### src/rtl/core/reset_request_retry_handler_macros.svh
// ----------------------------------------------------------------------------
// reset request retry handler assertion macros
// concurrent assertion wrappers, empty when SYNTH is defined
// ----------------------------------------------------------------------------
`ifndef RESET_REQUEST_RETRY_HANDLER_MACROS_SVH
`define RESET_REQUEST_RETRY_HANDLER_MACROS_SVH

`ifndef SYNTH
// same-cycle implication
`define RRRH_ASSERT_NOW(label, clk, rst, ante, cons) \
   label: assert property (@(posedge clk) disable iff (rst) (ante) |-> (cons)) \
      else $error("assertion failed");
// next-cycle implication
`define RRRH_ASSERT_NEXT(label, clk, rst, ante, cons) \
   label: assert property (@(posedge clk) disable iff (rst) (ante) |=> (cons)) \
      else $error("assertion failed");
`else
`define RRRH_ASSERT_NOW(label, clk, rst, ante, cons)
`define RRRH_ASSERT_NEXT(label, clk, rst, ante, cons)
`endif

`endif

### src/rtl/core/rrrh_pkg.sv
// ----------------------------------------------------------------------------
// rrrh_pkg
// shared types and codes of the reset request retry handler
// ----------------------------------------------------------------------------
package rrrh_pkg;

   localparam int CSR_WIDTH          = 16;
   localparam int TIMER_BITS_DEFAULT = 16;
   localparam logic [CSR_WIDTH-1:0] TICKS_RESET = 16'd1000;

   // event codes
   localparam logic [2:0] OP_DECOMP_FAIL = 3'd0;
   localparam logic [2:0] OP_RESET_REQ   = 3'd1;
   localparam logic [2:0] OP_RESET_ACK   = 3'd2;
   localparam logic [2:0] OP_TICK        = 3'd3;
   localparam logic [2:0] OP_LAYER_DOWN  = 3'd4;

   // send kinds
   localparam logic [1:0] KIND_NONE      = 2'd0;
   localparam logic [1:0] KIND_RESET_REQ = 2'd1;
   localparam logic [1:0] KIND_RESET_ACK = 2'd2;

   typedef struct packed {
      logic [2:0] opcode;
      logic [7:0] packet_id;
      logic       link_opened;
   } req_type;

   typedef struct packed {
      logic [1:0] send_kind;
      logic [7:0] send_id;
      logic       ack_pending;
   } rsp_type;

endpackage

### src/rtl/core/rrrh_in_reg.sv
// ----------------------------------------------------------------------------
// rrrh_in_reg
// input register stage for incoming events
// ----------------------------------------------------------------------------
module rrrh_in_reg (
   input  logic             clock,
   input  logic             reset,
   input  logic             in_valid,
   output logic             in_ready,
   input  rrrh_pkg::req_type in_req,
   input  logic             advance,
   output logic             valid,
   output rrrh_pkg::req_type req
);

   logic              valid_ff;
   logic              valid_in;
   rrrh_pkg::req_type req_ff;

   assign in_ready = !valid_ff || advance;
   assign valid_in = (in_valid && in_ready) || (valid_ff && !advance);

   always_ff @(posedge clock) begin
      if (reset) begin
         valid_ff <= 1'b0;
      end else begin
         valid_ff <= valid_in;
      end
   end

   always_ff @(posedge clock) begin
      if (in_valid && in_ready) begin
         req_ff <= in_req;
      end
   end

   assign valid = valid_ff;
   assign req   = req_ff;

endmodule

### src/rtl/core/rrrh_core.sv
// ----------------------------------------------------------------------------
// rrrh_core
// handshake state and per-event decision logic
// ----------------------------------------------------------------------------
`include "reset_request_retry_handler_macros.svh"

module rrrh_core #(
   parameter int TIMER_BITS = rrrh_pkg::TIMER_BITS_DEFAULT
) (
   input  logic                           clock,
   input  logic                           reset,
   input  logic                           fire,
   input  rrrh_pkg::req_type              req,
   input  logic [rrrh_pkg::CSR_WIDTH-1:0] ticks_per_timeout,
   output rrrh_pkg::rsp_type              rsp
);

   localparam int CmpBits = (TIMER_BITS > rrrh_pkg::CSR_WIDTH) ?
                            TIMER_BITS : rrrh_pkg::CSR_WIDTH;
   localparam logic [CmpBits-1:0] TimerMax = CmpBits'({TIMER_BITS{1'b1}});

   logic                  pending_ff, pending_in;
   logic                  repeat_ff, repeat_in;
   logic [7:0]            id_ff, id_in;
   logic [7:0]            request_id_ff, request_id_in;
   logic [TIMER_BITS-1:0] timer_ff, timer_in;
   logic [TIMER_BITS-1:0] timer_load;
   logic [TIMER_BITS-1:0] timer_dec;
   logic [CmpBits-1:0]    ticks_ext;
   logic [7:0]            id_next;

   // zero counts as one tick, large values clamp to the timer range
   assign ticks_ext = CmpBits'(ticks_per_timeout);
   always_comb begin
      if (ticks_ext == '0) begin
         timer_load = TIMER_BITS'(1);
      end else if (ticks_ext > TimerMax) begin
         timer_load = {TIMER_BITS{1'b1}};
      end else begin
         timer_load = ticks_ext[TIMER_BITS-1:0];
      end
   end

   assign timer_dec = timer_ff - TIMER_BITS'(1);
   assign id_next   = id_ff + 8'd1;

   always_comb begin
      pending_in    = pending_ff;
      repeat_in     = repeat_ff;
      id_in         = id_ff;
      request_id_in = request_id_ff;
      timer_in      = timer_ff;
      rsp.send_kind = rrrh_pkg::KIND_NONE;
      rsp.send_id   = 8'd0;
      case (req.opcode)
         rrrh_pkg::OP_DECOMP_FAIL: begin
            if (req.link_opened) begin
               if (!pending_ff) begin
                  id_in         = id_next;
                  request_id_in = id_next;
                  rsp.send_kind = rrrh_pkg::KIND_RESET_REQ;
                  rsp.send_id   = id_next;
                  timer_in      = timer_load;
                  pending_in    = 1'b1;
               end else begin
                  repeat_in = 1'b1;
               end
            end
         end
         rrrh_pkg::OP_RESET_REQ: begin
            if (req.link_opened) begin
               rsp.send_kind = rrrh_pkg::KIND_RESET_ACK;
               rsp.send_id   = req.packet_id;
            end
         end
         rrrh_pkg::OP_RESET_ACK: begin
            if (pending_ff && (req.packet_id == request_id_ff)) begin
               pending_in = 1'b0;
               repeat_in  = 1'b0;
               timer_in   = '0;
            end
         end
         rrrh_pkg::OP_TICK: begin
            if (timer_ff != '0) begin
               timer_in = timer_dec;
               if (timer_dec == '0) begin
                  // expiry: resend only if another failure came in meanwhile
                  if (req.link_opened && repeat_ff) begin
                     rsp.send_kind = rrrh_pkg::KIND_RESET_REQ;
                     rsp.send_id   = request_id_ff;
                     timer_in      = timer_load;
                     repeat_in     = 1'b0;
                  end else begin
                     pending_in = 1'b0;
                     repeat_in  = 1'b0;
                  end
               end
            end
         end
         rrrh_pkg::OP_LAYER_DOWN: begin
            pending_in = 1'b0;
            repeat_in  = 1'b0;
            timer_in   = '0;
         end
         default: begin
         end
      endcase
      rsp.ack_pending = pending_in;
   end

   always_ff @(posedge clock) begin
      if (reset) begin
         pending_ff    <= 1'b0;
         repeat_ff     <= 1'b0;
         id_ff         <= 8'd0;
         request_id_ff <= 8'd0;
         timer_ff      <= '0;
      end else if (fire) begin
         pending_ff    <= pending_in;
         repeat_ff     <= repeat_in;
         id_ff         <= id_in;
         request_id_ff <= request_id_in;
         timer_ff      <= timer_in;
      end
   end

   `RRRH_ASSERT_NOW(a_repeat_needs_pending, clock, reset, repeat_ff, pending_ff)
   `RRRH_ASSERT_NOW(a_timer_needs_pending, clock, reset, timer_ff != '0, pending_ff)
   `RRRH_ASSERT_NEXT(a_request_arms, clock, reset, fire && (rsp.send_kind == rrrh_pkg::KIND_RESET_REQ), pending_ff && (timer_ff != '0))

endmodule

### src/rtl/core/rrrh_out_reg.sv
// ----------------------------------------------------------------------------
// rrrh_out_reg
// result register toward the response channel
// ----------------------------------------------------------------------------
module rrrh_out_reg (
   input  logic              clock,
   input  logic              reset,
   input  logic              load,
   input  rrrh_pkg::rsp_type rsp_in,
   output logic              out_valid,
   input  logic              out_ready,
   output rrrh_pkg::rsp_type rsp
);

   logic              valid_ff;
   logic              valid_in;
   rrrh_pkg::rsp_type rsp_ff;

   assign valid_in = load || (valid_ff && !out_ready);

   always_ff @(posedge clock) begin
      if (reset) begin
         valid_ff <= 1'b0;
      end else begin
         valid_ff <= valid_in;
      end
   end

   always_ff @(posedge clock) begin
      if (load) begin
         rsp_ff <= rsp_in;
      end
   end

   assign out_valid = valid_ff;
   assign rsp       = rsp_ff;

endmodule

### src/rtl/core/reset_request_retry_handler.sv
// ----------------------------------------------------------------------------
// reset_request_retry_handler
// path: a request taken into the input register passes through the core into the
// result register, which drives rsp_valid
// throughput: one request per cycle; while a result waits on rsp_ready one more
// request is held in the input register, then req_ready drops
// reset: flags, id counter, request id and timer clear; ticks_per_timeout is 1000
// ----------------------------------------------------------------------------
module reset_request_retry_handler #(
   parameter int TIMER_BITS = rrrh_pkg::TIMER_BITS_DEFAULT
) (
   input  logic                           clock,
   input  logic                           reset,
   input  logic                           req_valid,
   output logic                           req_ready,
   input  logic [2:0]                     req_opcode,
   input  logic [7:0]                     req_packet_id,
   input  logic                           req_link_opened,
   output logic                           rsp_valid,
   input  logic                           rsp_ready,
   output logic [1:0]                     rsp_send_kind,
   output logic [7:0]                     rsp_send_id,
   output logic                           rsp_ack_pending,
   input  logic                           csr_valid,
   output logic                           csr_ready,
   input  logic [rrrh_pkg::CSR_WIDTH-1:0] csr_ticks_per_timeout
);

   logic [rrrh_pkg::CSR_WIDTH-1:0] ticks_ff;
   rrrh_pkg::req_type              in_req;
   rrrh_pkg::req_type              stage_req;
   rrrh_pkg::rsp_type              core_rsp;
   rrrh_pkg::rsp_type              out_rsp;
   logic                           stage_valid;
   logic                           advance;

   assign csr_ready = 1'b1;

   always_ff @(posedge clock) begin
      if (reset) begin
         ticks_ff <= rrrh_pkg::TICKS_RESET;
      end else if (csr_valid && csr_ready) begin
         ticks_ff <= csr_ticks_per_timeout;
      end
   end

   assign in_req.opcode      = req_opcode;
   assign in_req.packet_id   = req_packet_id;
   assign in_req.link_opened = req_link_opened;

   // move a request on when the result register is free or draining
   assign advance = stage_valid && (!rsp_valid || rsp_ready);

   rrrh_in_reg u_in_reg (
      .clock    (clock),
      .reset    (reset),
      .in_valid (req_valid),
      .in_ready (req_ready),
      .in_req   (in_req),
      .advance  (advance),
      .valid    (stage_valid),
      .req      (stage_req)
   );

   rrrh_core #(
      .TIMER_BITS (TIMER_BITS)
   ) u_core (
      .clock             (clock),
      .reset             (reset),
      .fire              (advance),
      .req               (stage_req),
      .ticks_per_timeout (ticks_ff),
      .rsp               (core_rsp)
   );

   rrrh_out_reg u_out_reg (
      .clock     (clock),
      .reset     (reset),
      .load      (advance),
      .rsp_in    (core_rsp),
      .out_valid (rsp_valid),
      .out_ready (rsp_ready),
      .rsp       (out_rsp)
   );

   assign rsp_send_kind   = out_rsp.send_kind;
   assign rsp_send_id     = out_rsp.send_id;
   assign rsp_ack_pending = out_rsp.ack_pending;

endmodule
### config.mk
export PLATFORM = sky130hd
export DESIGN_NAME = reset_request_retry_handler
export DESIGN_NICKNAME = d
export VERILOG_FILES = /design/src/rtl/core/rrrh_pkg.sv /design/src/rtl/core/rrrh_in_reg.sv /design/src/rtl/core/rrrh_core.sv /design/src/rtl/core/rrrh_out_reg.sv /design/src/rtl/core/reset_request_retry_handler.sv
export VERILOG_INCLUDE_DIRS = /design/src /design/src/rtl/core
export SDC_FILE = /design/constraint.sdc
export NUM_CORES = 1
export LEC_CHECK = 0
export ABC_CLOCK_PERIOD_IN_PS = 4290
export BUFFER_PORTS_ARGS = -buffer_cell sky130_fd_sc_hd__buf_4
export CAP_MARGIN = 20
export CORE_ASPECT_RATIO = 1.5
export CORE_MARGIN = 2
export CORE_UTILIZATION = 58
export DETAILED_ROUTE_END_ITERATION = 8
export PLACE_DENSITY = 0.8
export SLEW_MARGIN = 20
export SYNTH_ARGS = -nofsm -noshare
export SYNTH_HDL_FRONTEND = slang
export SYNTH_SLANG_ARGS = --single-unit
### constraint.sdc
create_clock -name clock -period 4.29 [get_ports clock]
set_input_delay 0.2145 -clock clock [delete_from_list [all_inputs] [get_ports clock]]
set_output_delay 0.2145 -clock clock [all_outputs]
set_load 0.02 [all_outputs]
; Word level (Yosys, flattened, before mapping)
; Cells that the tools add are included.
[word_totals]
elab_cells = 78
input_bits = 33
out_inout_bits = 14
ff_bits = 67
[op_classes]
bitwise = 1
n_eq_ne = 11
n_mux = 28
add_sub_neg = 2
magnitude_cmp = 1
n_reduce_logical = 22
[ops]
columns = operator, count
row1 = $mux W16, 8
row2 = $pmux W16 S4, 1
row3 = $mux W10, 4
row4 = $logic_not A16 Y1, 2
row5 = $pmux W10 S3, 1
row6 = $mux W9, 2
row7 = $gt A16 B16 Y1 const B, 1
row8 = $reduce_bool A16 Y1, 1
row9 = $sub A16 B1 Y16 const B, 1
row10 = $mux W1, 10
row11 = $add A8 B1 Y8 const B, 1
row12 = $eq A8 B8 Y1, 1
row13 = $ne A2 B1 Y1 const B, 4
row14 = $pmux W1 S4, 2
row15 = $reduce_and A7 Y1, 1
row16 = $eq A3 B2 Y1 const B, 2
row17 = $logic_and A1 B1 Y1, 6
row18 = $reduce_and A6 Y1, 1
row19 = $logic_not A1 Y1, 4
row20 = $logic_or A1 B1 Y1, 4
row21 = $ne A2 B2 Y1 const B, 2
row22 = $reduce_and A4 Y1, 1
row23 = $reduce_bool A4 Y1, 1
row24 = $eq A3 B1 Y1 const B, 1
row25 = 3 further kinds, 3

; Logic depth before layout (Yosys ltp)
[depth]
word_depth = 7
ltp_mapped = 11

; Cells and area by module
; Synthesis repeated with hierarchy kept, for this count alone.
[unflattened]
hier_cells = 375
hier_area_um2 = 3504.6
[by_module_without_submodules]
columns = mod, area_each_um2, instances, seq_area_each_um2, cells_per_inst
row1 = rrrh_core, 2097.0, 1, 520.5, 287
row2 = reset_request_retry_handler, 623.1, 1, 320.3, 56
row3 = rrrh_in_reg, 415.4, 1, 380.4, 17
row4 = rrrh_out_reg, 369.1, 1, 350.3, 15

; Worst setup path after synthesis
; No wires, ideal clock.
[synth_timing]
kind = register to register
from = register u_core.timer_ff[0]
to = register u_core.timer_ff[5]
required_ns = 4.202
setup_slack_ns = 1.854
path_buffers = 2
synth_period_minus_slack_ns = 2.436
arrival_time_ns = 2.348
setup_ns = 0.088
path_stages_with_launch = 12
path_cell_list = dfxtp_1 -> inv_1 -> ha_1 -> buf_2 -> o21bai_1 -> a311o_1 -> o221ai_2 -> nand4_4 -> a21boi_4 -> buf_6 -> nand2_1 -> a311oi_2
[synth_between]
elab_chain_len = 5
elab_cells_between_ends = 9
[synth_rtl]
columns = item, line_no
row1 = from (decl), rrrh_core.sv:26  ; logic [TIMER_BITS-1:0] timer_ff, timer_in;
row2 = from (signal assigned), rrrh_core.sv:123  ; timer_ff <= timer_in;
row3 = $sub A16 B1 Y16, rrrh_core.sv:44  ; assign timer_dec = timer_ff - TIMER_BITS'(1);
row4 = $logic_not A16 Y1 or $mux W16 (tied branches), "rrrh_core.sv:86, rrrh_core.sv:88"
row5 = $mux W16, rrrh_core.sv:86  ; if (timer_dec == '0) begin
row6 = $mux W16, rrrh_core.sv:84  ; if (timer_ff != '0) begin
row7 = $pmux W16 S4, rrrh_core.sv:55  ; case (req.opcode)
; Several ways; a longest one is shown, not always the timed one. The select of a mux whose other input is x is not followed.
; A chain may end at the register's enable or synchronous reset.

; Worst setup path after layout
[layout_timing]
from = register u_core.timer_ff[0]
to = register u_core.timer_ff[9]
; Same word-level chain as after synthesis.

==> impl_metrics.py <==
metrics = {
    "floorplan": {
        "num_io_pins": 47,
        "die_w_microns": 68.4,
        "die_h_microns": 101,
        "initial_utilization_pct": 59.2,
        "rows": 35,
        "dieArea_sq_mm": 0.00688,
        "core_area_sq_mm": 0.00609,
    },
    "timing": {
        "fin_crit_ns": 2.78,
        "tns_ns": 0,
        "slew_violations": 0,
        "tightest_slew_ns": 0.700,
        "rsz0062_at_grt": "false",
        "skew_ns": 0.0101,
        "finalCritPeriodShare_pct": 64.7,
        "fmax_mhz": 360,
        "relSlewSlack_pct": 53.2,
        "setup_viol": 0,
        "hold_viol_final": 0,
    },
    "place": {
        "dpl.hpwl_mm": 5.75,
        "place.gp.congestion": 0.885,
        "placed_cell_area_sq_mm": 0.00392,
        "port_buffers": 45,
    },
    "synthesis": {
        "syn_avg_cell_area_sq_um": 9.27,
        "synthMuxAreaShare_pct": 3.33,
        "synth_seq_cells": 67,
        "synth-edff-count": 23,
        "netlist_area_sq_mm": 0.00361,
        "synth_flop_cell": "dfxtp_1",
        "synth_cells": 389,
        "synthAdderAreaFrac_pct": 1.04,
        "ys_async_sr_fraction_pct": 0,
        "synth_top_family_by_area": "simple AND/OR/NAND/NOR gates",
        "yosysUniqueCellTypes": 58,
        "synth_nets": 425,
        "yosys_warnings": 0,
        "seq_area_frac_synth_pct": 43.6,
        "synth_compound_area_share_pct": 17.1,
        "yosys.area_share.simple_pct": 24.9,
        "synth_xor_area_share_pct": 5.83,
    },
    "routing": {
        "routed_wl_mm": 8.31,
        "drc": 0,
        "wl_per_cell_microns": 16.6,
        "first_iter_violations": 213,
        "ant_nets": 0,
        "drt_first_pass_iters": 4,
        "vias": 3008,
        "viasPerCell": 6.00,
    },
    "global_route": {
        "grt_antenna_before_repair": 0,
        "grt_max_degree": 45,
        "grt_usage_pct": 26.0,
        "grt_pass1_vias": 2919,
        "grt_pass1_wl_mm": 13.4,
        "gr-total-overflow": 0,
    },
    "worst_setup_path": {
        "path_max_fanout": 14,
        "crit_path_start_kind": "flop",
        "critPathRequiredTime_ns": 4.55,
        "critPathCaptureType": "flop",
        "worstSetupPathType": "flop to flop",
        "reg2reg_depth": 9,
        "worstPathArrival_ns": 3.03,
    },
    "clock_network": {
        "cts_buffer_depth": 2,
        "clkLatencyLatePin_ns": 0.35,
        "cts_sinks": 67,
        "cts_hold_buf": 0,
        "cts_buffers": 9,
        "root_buffer": "clkbuf_8",
        "cts_resized": 0,
        "post_cts_buffers": 0,
        "clkTransAtPathRegs_ns": 0.07,
        "htreeDepth": 3,
        "cts_tree": "yes",
    },
    "worst_hold_path": {
        "min_path_type": "primary input to flop",
        "whs_path_depth": 1,
    },
    "flow_run": {
        "cap_violations": 0,
    },
    "cells_and_area": {
        "layout-drive-gt1-share_pct": 18.7,
        "fin_area_sq_mm": 0.00413,
        "layout.nets": 458,
        "num-fill-cells": 486,
        "areaGrowthSynthToFinish_pct": 14.5,
        "insertedDiodeCount": 0,
    },
    "pwr": {
        "vdd_ir_drop_max_v": 0.000320,
        "leakage_nw": 1.60,
        "power_density_mw_per_mm2": 355,
    },
    "outcome": {
        "status": "finished clean",
    },
}
==> kinds of logic (layout without fill, tap and decap cells) <==
family / count (synthesis) / after routing
flip-flops: 67 / 67
multiplexers: 12 / 12
other: 1 / 1
AO/OA/AOI/OAI: 83 / 83
XOR/XNOR: 24 / 24
AND/OR/NAND/NOR: 171 / 171
adder cells (fa/ha/maj): 3 / 3
buffers and inverters: 28 / 66
==> flip-flops by register name, indices dropped and copies added (netlist names) <==
name	flops
ticks_ff	16
u_core.id_ff	8
u_core.pending_ff	1
u_core.repeat_ff	1
u_core.timer_ff	16
u_in_reg.req	12
u_in_reg.valid	1
u_out_reg.out_valid	1
u_out_reg.rsp	11
==> final timing paths <==
check,slack [ns],startpoint,to
max reg2reg,1.51,u_core.timer_ff[0],u_core.timer_ff[9]
min,0.04,req_packet_id[5],u_in_reg.req[6]
max,1.51,u_core.timer_ff[0],u_core.timer_ff[9]
min reg2reg,0.51,u_in_reg.valid,u_out_reg.out_valid
==> routing by layer <==
layer | GRT usage (%) | share of wire, % | wire length, microns
met2 | 44.9 | 54 | 4470
met3 | 6.48 | 4.0 | 332
met5 | 0 | 0 | 0
met4 | 11.7 | 3.1 | 258
met1 | 29.1 | 39 | 3250
==> through the flow <==
step	instances	utilization [%]	hold slack [ns]	worst slack (ns)	power [mW]
6_report	501	67.8	0.0361	1.51	1.47
5_1_grt	501	67.8	0.0189	1.28	1.53
2_1_floorplan	389	-	0.313	1.85	0.871
3_3_place_gp	485	64.3	0.393	1.63	0.926
3_5_place_dp	485	64.3	0.394	1.55	0.931
4_1_cts	501	67.8	0.0287	1.52	1.47
==> cells in the mapped netlist, types with 2 or more instances <==
cell	number	share of area, %
o211ai_1	6	1.2
buf_4	2	0.42
nor4_2	2	0.69
dfxtp_1	44	24
mux2i_1	12	3.3
a211oi_2	3	1.0
nor4b_1	2	0.49
a22oi_1	8	1.7
a21oi_1	14	1.9
inv_1	2	0.21
nor4_4	2	1.2
or3_1	5	0.87
ha_1	3	1.0
buf_2	6	0.83
a31oi_1	3	0.52
buf_6	4	1.2
clkbuf_1	13	1.4
and3_1	7	1.2
edfxtp_1	23	19
or4_1	4	0.83
a311oi_2	4	1.7
o21ai_1	6	0.83
nor4_1	4	0.69
nor3b_1	2	0.42
nor2_1	61	6.3
nand3_1	2	0.28
and2_1	5	0.87
xnor2_1	13	3.2
a211oi_1	8	1.7
nand2b_1	5	0.87
o21ai_0	14	1.9
a211o_1	6	1.5
xor2_1	11	2.7
nand2_1	38	4.0
nor2b_1	10	1.7
nor3_1	9	1.2
nand4_1	5	0.87
==> power by group <==
part | switching, mW | leakage, nW | internal, mW
sequential | 0.0301 | 0.576 | 0.686
clock | 0.234 | 0.107 | 0.313
combinational | 0.112 | 0.915 | 0.0922
==> cells in the final DEF (no fill, tap or decap), drive strengths merged, types with 6 or more instances in the layout <==
| cell type | n |
|---|---|
| nor2 | 61 |
| buf | 48 |
| dfxtp | 44 |
| nand2 | 38 |
| edfxtp | 23 |
| o21ai | 20 |
| clkbuf | 16 |
| a21oi | 14 |
| xnor2 | 13 |
| mux2i | 12 |
| xor2 | 11 |
| a211oi | 11 |
| nor2b | 10 |
| nor3 | 10 |
| a22oi | 8 |
| nor4 | 8 |
| and3 | 7 |
| nand4 | 7 |
| o211ai | 6 |
| a211o | 6 |
==> cell type report <==
type / count / area [sq um] / share of cell area [%]
multi-input cells: 294 / 1880 / 45.6
flip-flops and latches: 67 / 1570 / 38.1
repair buffers: 48 / 360 / 8.73
clock buffers: 16 / 213 / 5.15
well taps: 74 / 92.6 / 2.24
inverters: 2 / 7.51 / 0.182
==> critical path: stages, from the launching register on <==
cell,delay (ns)
dfxtp_1,0.49
inv_1,0.15
ha_1,0.33
o21bai_1,0.21
a311o_1,0.37
o221ai_2,0.09
nand4_4,0.19
a21boi_4,0.43
a22oi_1,0.15
a211oi_1,0.27
(Power assumes the default switching activity.)
